==> src/rtl/cfa_pkg.sv <==
// Shared widths, operation and status codes, and controller/datapath interface types.
package cfa_pkg;

   localparam int MANT_W    = 24;
   localparam int EXP_W     = 13;
   localparam int FRAC      = MANT_W - 1;
   localparam int ALIGN     = 66;
   localparam int SUM_W     = MANT_W + ALIGN + 1;
   localparam int EXT_W     = 16;
   localparam int DIV_STEPS = FRAC + 2;
   localparam int CNT_W     = $clog2(DIV_STEPS + 1);

   localparam logic [1:0] OP_ADD = 2'd0;
   localparam logic [1:0] OP_SUB = 2'd1;
   localparam logic [1:0] OP_MUL = 2'd2;
   localparam logic [1:0] OP_DIV = 2'd3;

   localparam logic [1:0] ST_OK       = 2'd0;
   localparam logic [1:0] ST_DIV_ZERO = 2'd1;
   localparam logic [1:0] ST_RANGE    = 2'd2;
   localparam logic [1:0] ST_UNUSED   = 2'd3;

   typedef struct packed {
      logic load;
      logic prep;
      logic sum;
      logic norm;
      logic div_step;
      logic finish;
   } cfa_cmd_type;

   typedef struct packed {
      logic [1:0] op;
      logic       norm_done;
   } cfa_stat_type;

endpackage

==> src/rtl/cfa_ctrl.sv <==
// Sequencing controller for the floating-point unit.
module cfa_ctrl (
   input  logic                 clock,
   input  logic                 reset,
   input  logic                 start,
   input  cfa_pkg::cfa_stat_type stat,
   output cfa_pkg::cfa_cmd_type  cmd,
   output logic                 busy,
   output logic                 rsp_valid
);
   import cfa_pkg::*;

   typedef enum logic [2:0] {IDLE, PREP, SUM, NORM, DIVIDE, FINISH} state_type;

   state_type         state_ff, state_in;
   logic [CNT_W-1:0]  count_ff, count_in;
   logic              valid_ff, valid_in;

   always_comb begin
      cmd      = '0;
      state_in = state_ff;
      count_in = count_ff;
      valid_in = 1'b0;
      unique case (state_ff)
         IDLE: begin
            if (start) begin
               cmd.load = 1'b1;
               state_in = PREP;
            end
         end
         PREP: begin
            cmd.prep = 1'b1;
            count_in = '0;
            state_in = (stat.op == OP_DIV) ? DIVIDE : SUM;
         end
         SUM: begin
            cmd.sum  = 1'b1;
            state_in = NORM;
         end
         NORM: begin
            if (stat.norm_done) state_in = FINISH;
            else cmd.norm = 1'b1;
         end
         DIVIDE: begin
            cmd.div_step = 1'b1;
            count_in     = count_ff + 1'b1;
            if (count_ff == CNT_W'(DIV_STEPS - 1)) state_in = FINISH;
         end
         FINISH: begin
            cmd.finish = 1'b1;
            valid_in   = 1'b1;
            state_in   = IDLE;
         end
         default: state_in = IDLE;
      endcase
   end

   always_ff @(posedge clock) begin
      if (reset) begin
         state_ff <= IDLE;
         count_ff <= '0;
         valid_ff <= 1'b0;
      end else begin
         state_ff <= state_in;
         count_ff <= count_in;
         valid_ff <= valid_in;
      end
   end

   assign busy      = (state_ff != IDLE);
   assign rsp_valid = valid_ff;

endmodule

==> src/rtl/cfa_datapath.sv <==
// Operand registers, alignment, add, multiply, divide and normalize datapath.
module cfa_datapath (
   input  logic                              clock,
   input  cfa_pkg::cfa_cmd_type              cmd,
   output cfa_pkg::cfa_stat_type             stat,
   input  logic [1:0]                        req_operation,
   input  logic                              req_a_sign,
   input  logic [cfa_pkg::MANT_W-1:0]        req_a_mantissa,
   input  logic signed [cfa_pkg::EXP_W-1:0]  req_a_exponent,
   input  logic                              req_b_sign,
   input  logic [cfa_pkg::MANT_W-1:0]        req_b_mantissa,
   input  logic signed [cfa_pkg::EXP_W-1:0]  req_b_exponent,
   output logic                              rsp_res_sign,
   output logic [cfa_pkg::MANT_W-1:0]        rsp_res_mantissa,
   output logic signed [cfa_pkg::EXP_W-1:0]  rsp_res_exponent,
   output logic [1:0]                        rsp_status
);
   import cfa_pkg::*;

   function automatic logic [4:0] lead24(input logic [MANT_W-1:0] v);
      logic [4:0] p;
      p = '0;
      for (int i = 0; i < MANT_W; i++) begin
         if (v[i]) p = 5'(i);
      end
      return p;
   endfunction

   logic [1:0]              op_ff;
   logic                    as_ff, bs_ff;
   logic [MANT_W-1:0]       ma_ff, mb_ff;
   logic signed [EXT_W-1:0] ea_ff, eb_ff;

   logic [SUM_W-1:0]        x_ff, y_ff, s_ff;
   logic                    sx_ff, sy_ff, sign_ff;
   logic signed [EXT_W-1:0] ex_ff;
   logic                    zero_ff, dz_ff;
   logic [2*MANT_W-1:0]     prod_ff;
   logic [6:0]              p_ff;
   logic [MANT_W:0]         rem_ff, q_ff;
   logic [MANT_W-1:0]       dv_ff;

   logic                    rsp_sign_ff;
   logic [MANT_W-1:0]       rsp_mant_ff;
   logic signed [EXP_W-1:0] rsp_exp_ff;
   logic [1:0]              rsp_status_ff;

   // alignment for add and subtract
   logic                    beff;
   logic                    swap;
   logic [MANT_W-1:0]       mx, my;
   logic signed [EXT_W-1:0] exs, eys;
   logic [EXT_W-1:0]        d;
   logic [EXT_W-1:0]        sh;
   logic [SUM_W-1:0]        y_in;
   logic [MANT_W-1:0]       keep;
   logic                    sticky;
   logic [4:0]              la, lb;

   always_comb begin
      beff = bs_ff ^ (op_ff == OP_SUB);
      swap = !((mb_ff == '0) || ((ma_ff != '0) && (ea_ff >= eb_ff)));
      mx   = swap ? mb_ff : ma_ff;
      my   = swap ? ma_ff : mb_ff;
      exs  = swap ? eb_ff : ea_ff;
      eys  = swap ? ea_ff : eb_ff;
      d    = EXT_W'(exs - eys);
      sh   = d - EXT_W'(ALIGN - 1);
      keep   = '0;
      sticky = 1'b1;
      y_in   = '0;
      if (my != '0) begin
         if (d <= EXT_W'(ALIGN)) begin
            y_in = SUM_W'(my) << (EXT_W'(ALIGN) - d);
         end else begin
            if (sh < EXT_W'(MANT_W)) begin
               keep   = my >> sh;
               sticky = (my & ~({MANT_W{1'b1}} << sh)) != '0;
            end
            y_in = SUM_W'({keep, 1'b0}) | SUM_W'(sticky);
         end
      end
      la = lead24(ma_ff);
      lb = lead24(mb_ff);
   end

   // wide add and subtract, or product load for multiply
   logic [SUM_W-1:0] s_in;
   logic             sign_in, sumz_in;

   always_comb begin
      s_in    = '0;
      sign_in = sx_ff;
      sumz_in = 1'b0;
      if (op_ff == OP_MUL) begin
         s_in    = {prod_ff[2*MANT_W-1:FRAC], {ALIGN{1'b0}}};
         sumz_in = (prod_ff[2*MANT_W-1:FRAC] == '0);
      end else if (sx_ff == sy_ff) begin
         s_in = x_ff + y_ff;
      end else if (x_ff > y_ff) begin
         s_in = x_ff - y_ff;
      end else if (x_ff < y_ff) begin
         s_in    = y_ff - x_ff;
         sign_in = sy_ff;
      end else begin
         sumz_in = 1'b1;
      end
   end

   // divide step
   logic [MANT_W:0] diff;
   logic            ge;

   assign ge   = rem_ff >= {1'b0, dv_ff};
   assign diff = rem_ff - {1'b0, dv_ff};

   // final result
   logic [63:0]             top;
   logic                    rnd;
   logic [64:0]             inc;
   logic [6:0]              pf;
   logic [MANT_W-1:0]       mant_f;
   logic signed [EXT_W-1:0] exp_f;
   logic                    sign_f;
   logic [1:0]              stat_f;
   logic                    chk;

   always_comb begin
      top    = s_ff[SUM_W-1:SUM_W-64];
      rnd    = s_ff[SUM_W-65] && ((|s_ff[SUM_W-66:0]) || s_ff[SUM_W-64]);
      inc    = {1'b0, top} + 65'(rnd);
      pf     = p_ff;
      mant_f = inc[63:64-MANT_W];
      if (inc[64]) begin
         mant_f = {1'b1, {(MANT_W-1){1'b0}}};
         pf     = p_ff + 7'd1;
      end
      exp_f  = ex_ff + $signed({9'b0, pf}) - EXT_W'(SUM_W - 2);
      sign_f = sign_ff;
      stat_f = ST_OK;
      chk    = 1'b1;
      if (op_ff == OP_DIV) begin
         if (zero_ff) begin
            sign_f = 1'b0;
            mant_f = '0;
            exp_f  = '0;
            chk    = 1'b0;
            stat_f = dz_ff ? ST_DIV_ZERO : ST_OK;
         end else if (q_ff[MANT_W]) begin
            mant_f = q_ff[MANT_W:1];
            exp_f  = ex_ff;
         end else begin
            mant_f = q_ff[MANT_W-1:0];
            exp_f  = ex_ff - EXT_W'(1);
         end
      end else if (zero_ff) begin
         mant_f = '0;
         if (op_ff == OP_MUL) begin
            exp_f = ex_ff;
         end else begin
            sign_f = 1'b0;
            exp_f  = '0;
            chk    = 1'b0;
         end
      end
      if (chk && (exp_f > EXT_W'((1 << (EXP_W-1)) - 1)
                  || exp_f < -$signed(EXT_W'(1 << (EXP_W-1))))) stat_f = ST_RANGE;
   end

   always_ff @(posedge clock) begin
      if (cmd.load) begin
         op_ff <= req_operation;
         as_ff <= req_a_sign;
         bs_ff <= req_b_sign;
         ma_ff <= req_a_mantissa;
         mb_ff <= req_b_mantissa;
         ea_ff <= EXT_W'(req_a_exponent);
         eb_ff <= EXT_W'(req_b_exponent);
      end
      if (cmd.prep) begin
         unique case (op_ff)
            OP_ADD, OP_SUB: begin
               x_ff    <= {1'b0, mx, {ALIGN{1'b0}}};
               y_ff    <= y_in;
               sx_ff   <= swap ? beff : as_ff;
               sy_ff   <= swap ? as_ff : beff;
               ex_ff   <= exs;
               zero_ff <= (ma_ff == '0) && (mb_ff == '0);
            end
            OP_MUL: begin
               prod_ff <= ma_ff * mb_ff;
               sx_ff   <= as_ff ^ bs_ff;
               sy_ff   <= as_ff ^ bs_ff;
               ex_ff   <= ea_ff + eb_ff;
               zero_ff <= 1'b0;
            end
            OP_DIV: begin
               rem_ff  <= {1'b0, ma_ff << (5'(FRAC) - la)};
               dv_ff   <= mb_ff << (5'(FRAC) - lb);
               q_ff    <= '0;
               sign_ff <= as_ff ^ bs_ff;
               ex_ff   <= ea_ff - eb_ff + EXT_W'(la) - EXT_W'(lb);
               zero_ff <= (ma_ff == '0) || (mb_ff == '0);
               dz_ff   <= (mb_ff == '0);
            end
            default: ;
         endcase
      end
      if (cmd.sum) begin
         s_ff    <= sumz_in ? '0 : s_in;
         sign_ff <= sign_in;
         p_ff    <= 7'(SUM_W - 1);
         if (sumz_in) zero_ff <= 1'b1;
      end
      if (cmd.norm) begin
         if (s_ff[SUM_W-1 -: 16] == '0) begin
            s_ff <= s_ff << 16;
            p_ff <= p_ff - 7'd16;
         end else begin
            s_ff <= s_ff << 1;
            p_ff <= p_ff - 7'd1;
         end
      end
      if (cmd.div_step) begin
         q_ff   <= {q_ff[MANT_W-1:0], ge};
         rem_ff <= ge ? {diff[MANT_W-1:0], 1'b0} : {rem_ff[MANT_W-1:0], 1'b0};
      end
      if (cmd.finish) begin
         rsp_sign_ff   <= sign_f;
         rsp_mant_ff   <= mant_f;
         rsp_exp_ff    <= exp_f[EXP_W-1:0];
         rsp_status_ff <= stat_f;
      end
   end

   assign stat.op        = op_ff;
   assign stat.norm_done = s_ff[SUM_W-1] || (s_ff == '0);

   assign rsp_res_sign     = rsp_sign_ff;
   assign rsp_res_mantissa = rsp_mant_ff;
   assign rsp_res_exponent = rsp_exp_ff;
   assign rsp_status       = rsp_status_ff;

endmodule

==> src/rtl/custom_float_alu_top.sv <==
// Top level of the sign-magnitude floating-point add/sub/mul/div unit.
// An operation is taken when start is high and busy is low; busy stays high until the
// result beat, which appears for one cycle with rsp_valid and cannot be stalled. Add,
// subtract and multiply normalize the 91-bit sum 16 bits or 1 bit at a time; divide
// runs a 25-step restoring quotient loop. A new start is accepted in the same cycle the
// previous result beat is shown.
module custom_float_alu_top (
   input  logic                              clock,
   input  logic                              reset,
   input  logic                              start,
   output logic                              busy,
   input  logic [1:0]                        req_operation,
   input  logic                              req_a_sign,
   input  logic [cfa_pkg::MANT_W-1:0]        req_a_mantissa,
   input  logic signed [cfa_pkg::EXP_W-1:0]  req_a_exponent,
   input  logic                              req_b_sign,
   input  logic [cfa_pkg::MANT_W-1:0]        req_b_mantissa,
   input  logic signed [cfa_pkg::EXP_W-1:0]  req_b_exponent,
   output logic                              rsp_valid,
   output logic                              rsp_res_sign,
   output logic [cfa_pkg::MANT_W-1:0]        rsp_res_mantissa,
   output logic signed [cfa_pkg::EXP_W-1:0]  rsp_res_exponent,
   output logic [1:0]                        rsp_status
);
   import cfa_pkg::*;

   cfa_cmd_type  cmd;
   cfa_stat_type stat;

   cfa_ctrl u_ctrl (
      .clock     (clock),
      .reset     (reset),
      .start     (start),
      .stat      (stat),
      .cmd       (cmd),
      .busy      (busy),
      .rsp_valid (rsp_valid)
   );

   cfa_datapath u_datapath (
      .clock            (clock),
      .cmd              (cmd),
      .stat             (stat),
      .req_operation    (req_operation),
      .req_a_sign       (req_a_sign),
      .req_a_mantissa   (req_a_mantissa),
      .req_a_exponent   (req_a_exponent),
      .req_b_sign       (req_b_sign),
      .req_b_mantissa   (req_b_mantissa),
      .req_b_exponent   (req_b_exponent),
      .rsp_res_sign     (rsp_res_sign),
      .rsp_res_mantissa (rsp_res_mantissa),
      .rsp_res_exponent (rsp_res_exponent),
      .rsp_status       (rsp_status)
   );

   a_valid_idle: assert property (@(posedge clock) disable iff (reset)
      rsp_valid |-> !busy) else $error("result beat while busy");

   a_start_busy: assert property (@(posedge clock) disable iff (reset)
      (start && !busy) |=> busy) else $error("accepted beat did not raise busy");

   a_single_beat: assert property (@(posedge clock) disable iff (reset)
      rsp_valid |=> !rsp_valid) else $error("result beat repeated");

   a_status_code: assert property (@(posedge clock) disable iff (reset)
      rsp_valid |-> (rsp_status != ST_UNUSED)) else $error("bad status code");

endmodule

==> config.mk <==
export PLATFORM = sky130hd
export DESIGN_NAME = custom_float_alu_top
export DESIGN_NICKNAME = d
export VERILOG_FILES = /design/src/rtl/cfa_pkg.sv /design/src/rtl/cfa_ctrl.sv /design/src/rtl/cfa_datapath.sv /design/src/rtl/custom_float_alu_top.sv
export SDC_FILE = /design/constraint.sdc
export NUM_CORES = 2
export LEC_CHECK = 0
export BUFFER_PORTS_ARGS = -buffer_cell sky130_fd_sc_hd__buf_2
export CAP_MARGIN = 20
export CORE_MARGIN = 2
export CORE_UTILIZATION = 40
export CTS_CLUSTER_SIZE = 28
export DETAILED_ROUTE_END_ITERATION = 16
export PLACE_DENSITY = 0.62
export REMOVE_ABC_BUFFERS = 1
export SLEW_MARGIN = 30
export SYNTH_ARGS = -nofsm -noshare
export SYNTH_HDL_FRONTEND = slang
export SYNTH_SLANG_ARGS = --single-unit
==> constraint.sdc <==
create_clock -name clock -period 10 [get_ports clock]
set_clock_uncertainty 0.05 [all_clocks]
set_input_delay 1.5 -clock clock [delete_from_list [all_inputs] [get_ports clock]]
set_output_delay 1.5 -clock clock [all_outputs]
set_load 0.02 [all_outputs]
* Word level (Yosys, flattened, before mapping)
Index checks and enable logic that the tools add are counted.
** Storage, ports and cells
- Bits in registers :: 483
- Input port bits :: 81
- Output and inout bits :: 42
- Logic and storage cells :: 252
** Operators by class
- $add $sub $neg :: 21
- Multipliers :: 1
- $lt $le $gt $ge :: 8
- Equality and inequality tests :: 13
- Shift-type cells :: 5
- Multiplexer cells :: 131
- Bitwise gates (word level) :: 7
- Reduce and logical (&&, ||, !) cells :: 37
** Operators by type and width (count)
- $mux 91 :: 9
- $mux 24 :: 10
- $mux 25 :: 7
- $mux 16 :: 7
- $add 90x91->91 :: 1
- $gt 90x91->1 :: 1
- $logic_not 91->1 :: 1
- $lt 90x91->1 :: 1
- $shl 24x16->91 :: 1
- $sub 90x91->91 :: 1
- $sub 91x90->91 :: 1
- $mux 5 :: 16
- $reduce_bool 24->1 :: 3
- $add 64x1->65 :: 1
- $mux 4 :: 16
- $logic_not 24->1 :: 2
- $mul 24x24->48 :: 1
- $pmux 16 s3 :: 1
- $shl 24x5->24 :: 2
- $mux 1 :: 38
- $mux 3 :: 12
- $mux 7 :: 4
- $reduce_or 26->1 :: 1
- $ge 25x24->1 :: 1
- other kinds (54) :: 85

* Depth between registers and ports, before layout
- Word-level depth :: 28
- Gate-level depth with buffers :: 32
- Mapped depth without buffers :: 32

* By module
Synthesis repeated with hierarchy kept, for this count alone.
** Second synthesis, totals
- Cells, all modules :: 5934
- Area, all modules :: 53680.2 µm²
** By module, submodules not included
- cfa_datapath :: times used 1, cells each 5874, area an instance 53157.2 µm², sequential area each 13533.0 µm²
- cfa_ctrl :: times used 1, cells each 60, area an instance 523.0 µm², sequential area each 180.2 µm²

* Least setup slack after synthesis
No wires, ideal clock.
- Path type :: register -> register
- From :: register u_ctrl.state_ff[1]
- To :: register u_datapath.p_ff[0], enable pin
- Library setup time :: 693 ps
- Arrival :: 7585 ps
- Data required time :: 9257 ps
- Path slack :: 1672 ps
- Stages on the path, launching flop included :: 4
- Path buffers :: 1
- Period minus slack after synthesis :: 8328 ps
- Cells stage by stage :: dfxtp_1 clkbuf_1 nand2b_1 o21ai_0
** Between the ends
- Longest elaborated chain between the ends :: 3
- Elaborated cells on any way between the ends :: 5
- Those cells by class :: eq/ne: 2; mux: 2; reduce/logical: 1
** Ends and longest elaborated chain
- start: declaration :: line cfa_ctrl.sv:15 : state_type state_ff, state_in;
- start signal: assignment :: line cfa_ctrl.sv:64 : state_ff <= state_in;
- $eq 3x2->1 :: line cfa_ctrl.sv:24 : unique case (state_ff)
- $mux 1 :: line cfa_ctrl.sv:24
- $reduce_bool 2->1 (no source line) *
- end signal: assignment :: line cfa_datapath.sv:212 : p_ff <= 7'(SUM_W - 1);
- end signal: assignment :: line cfa_datapath.sv:218 : p_ff <= p_ff - 7'd16;
- end signal: assignment :: line cfa_datapath.sv:221 : p_ff <= p_ff - 7'd1;
- end: declaration :: line cfa_datapath.sv:39 : logic [6:0] p_ff;
Mark *: on every way between the ends. The rest lies on a longest branch, timed or not.
A chain may end at the register's enable or synchronous reset.

* Worst setup path in the final report
- From :: register u_datapath.mb_ff[7]
- To :: register u_datapath.prod_ff[47] (data pin)
** Between the ends
- Longest elaborated chain between the ends :: 1
** Ends and longest elaborated chain
- start: declaration :: line cfa_datapath.sv:31 : logic [MANT_W-1:0] ma_ff, mb_ff;
- start signal: assignment :: line cfa_datapath.sv:176 : mb_ff <= req_b_mantissa;
- $mul 24x24->48 :: line cfa_datapath.sv:191 : prod_ff <= ma_ff * mb_ff;
- end signal: assignment :: line cfa_datapath.sv:191
- end: declaration :: line cfa_datapath.sv:38 : logic [2*MANT_W-1:0] prod_ff;
Every way passes these cells.

==> results.toml <==
[outcome]
status = "complete, no violations"

[clock_tree]
root_buffer = "clkbuf_16"
cts.sinks = 460
clockBufferDepth = 3
cts_resized = 0
cts_buffers = 51
post_cts_buffers = 0
clk_latency_ps = 660
tritoncts = "built"
htree_levels = 2
ctsHoldBuffers = 0
path_clk_slew_ps = 60

[logic_synthesis]
yosys.area.top_type = "edfxtp_1"
synth_seq_area_share = 0.255
syn_area_sq_um = 53700
synth_most_common_cell = "inv_1"
yosys-top-cells-count = "inv_1 (742), nand2_1 (634), fa_1 (492)"
yosys_warnings = 0
synth_top_area_share = 0.252
ys.flop_type = "edfxtp_1"
yosysUniqueCellTypes = 106
synth-edff-count = 450
synth_area_per_cell_sq_um = 9.08
ys_ff_latch = 460
async_flop_share = 0
synth_area_leaders = "edfxtp_1 (25%), fa_1 (18%), ha_1 (8.1%), mux2i_1 (5.5%), inv_1 (5.2%)"
synthCells = 5918

[worst_setup_path]
cp_num_cells = 27
critPathCaptureType = "register"
path_class = "register to register"
reg2reg_depth = 27
cpMaxStageDelayCell = "edfxtp_1"
worstSetupStartpoint = "u_datapath.mb_ff[7]"
r2r_setup_slack_ps = 1150
critPathArrivalTime_ps = 9190
r2r_start = "u_datapath.mb_ff[7]"
crit_top_cell = "fa_1"
crit_fanout = 16
crit_buf_inv = 4
cp.required_ps = 10340
start_kind = "register"
critPathMaxStageDelay_ps = 760
r2r_end = "u_datapath.prod_ff[47]"
crit_family = "adder cells"
cp-endpoint = "u_datapath.prod_ff[47]"

[floorplanning]
coreArea_sq_um = 133000
die_w_microns = 370
die_area_sq_um = 137000
num_io_pins = 123
die_height_microns = 370
rows = 134
start_util = 0.403

[route]
ant_nets = 0
dr.pass1.iters = 6
wl_per_cell_microns = 22.3
num_vias = 43800
drcViolationCount = 0
viasPerCell = 5.72
routed_wl_mm = 171
drtIter0Drc = 4289

[min_path]
hp-class = "register to register"

[placement]
dp.cells = 7560
place.gp.congestion = 0.970
dp_hpwl_mm = 132
numPortBuffers = 122

[grt]
grt_max_degree = 77
overflow = 0
grt_use_total = 0.248
grt_pass1_wl_mm = 263
grt_pass1_vias = 43400
antenna_found_initial = 5

[job]
cap_violations = 0

[cells_and_area]
stdcell_count = 7657
finalNetCount = 6766
layout-drive-gt1-share = 0.0697
utilization = 0.435
syn_to_final_growth_pct = 7.86

[timing]
finalCriticalPeriod_ps = 8850
min_period_over_period = 0.885
fmax_ghz = 0.113
hold_viol = 0
slew_violations = 0
rsz0062_at_grt = "false"
finalSetupViolations = 0
worst_pin_slew_ps = 1060
max-slew-margin-rel = 0.287
## placed cells by master, fill, tap and decap left out, types with 25 or more instances in the layout
cell and n:
buf_2 122, nand3_1 87, o21ai_0 236, o22ai_1 114, xor2_1 79, nand2b_1 25, nor3_1 103, nand4_1 44
inv_1 742, nor2_1 340, a211oi_1 49, a21o_1 53, a21oi_1 301, and2_1 259, fa_1 492, and3_1 65
o21a_1 25, xnor2_1 148, edfxtp_1 450, or3_1 27, o21bai_1 49, nor4_1 64, buf_4 106, a31oi_1 57
nor2b_1 37, clkbuf_16 52, nand2_1 632, o31ai_1 38, o211ai_1 34, ha_1 347, mux2i_1 294
## cell families after synthesis
group	share of synthesized area
compound gates	0.141
flops	0.255
buf+inv	0.0780
fa+ha+maj	0.264
mux	0.0598
xor+xnor	0.0391
simple gates	0.162
## metal layers
layer,GRT usage,vias up,wire (microns)
li1,-,20200,-
met2,0.386,1801,76600
met1,0.352,21600,75200
met5,0,-,32
met3,0.0385,265,13300
met4,0.0811,4,5800
## final cells by class
| type | count | area (sq um) |
|---|---|---|
| antenna | 3 | 7.51 |
| sequential | 460 | 13700 |
| tap | 1768 | 2210 |
| timing repair buffer | 231 | 1440 |
| clock inverter | 35 | 399 |
| multi-input combinational | 4348 | 36000 |
| inverter | 754 | 2830 |
| fill | 13100 | 75400 |
| clock buffer | 58 | 1320 |
## through the flow
| stage | hold slack [ps] | area, sq um | TNS (ps) | setup WS, ps |
|---|---|---|---|---|
| 3_5_place_dp | 419 | 56200 | 0 | 1160 |
| 5_1_grt | 474 | 57900 | 0 | 475 |
| 6_report | 433 | 57900 | 0 | 1150 |
| 2_1_floorplan | 381 | 52300 | -45100 | -457 |
| 3_3_place_gp | 410 | 56100 | 0 | 1410 |
| 4_1_cts | 434 | 57900 | 0 | 1150 |
## how the worst min path moves through the flow
| stage | slack (ps) | cells after the start | endpoint | from |
|---|---|---|---|---|
| CTS | 430 | 1 | u_ctrl.count_ff[4] | u_ctrl.count_ff[4] |
| finish | 430 | 1 | u_ctrl.count_ff[4] | u_ctrl.count_ff[4] |
| global placement | 410 | 1 | u_ctrl.count_ff[4] | u_ctrl.count_ff[4] |
| floorplan | 380 | 1 | u_ctrl.count_ff[4] | u_ctrl.count_ff[4] |
| global route | 470 | 1 | u_ctrl.count_ff[4] | u_ctrl.count_ff[4] |
| detailed placement | 420 | 1 | u_ctrl.count_ff[4] | u_ctrl.count_ff[4] |
## flip-flops by register name, summed over array words and instances, names as in the netlist, 13 cells and up
| signal | cells |
|---|---|
| u_datapath.x_ff | 24 |
| u_datapath.ex_ff | 16 |
| u_datapath.rsp_res_exponent | 13 |
| u_datapath.s_ff | 91 |
| u_datapath.rem_ff | 25 |
| u_datapath.dv_ff | 24 |
| u_datapath.ea_ff | 13 |
| u_datapath.mb_ff | 24 |
| u_datapath.q_ff | 25 |
| u_datapath.rsp_res_mantissa | 24 |
| u_datapath.prod_ff | 25 |
| u_datapath.y_ff | 91 |
| u_datapath.eb_ff | 13 |
| u_datapath.ma_ff | 24 |
Power is left out: the tool's default activity adds up to more than one toggle a clock period on the data nets, which glitch-free logic cannot reach.
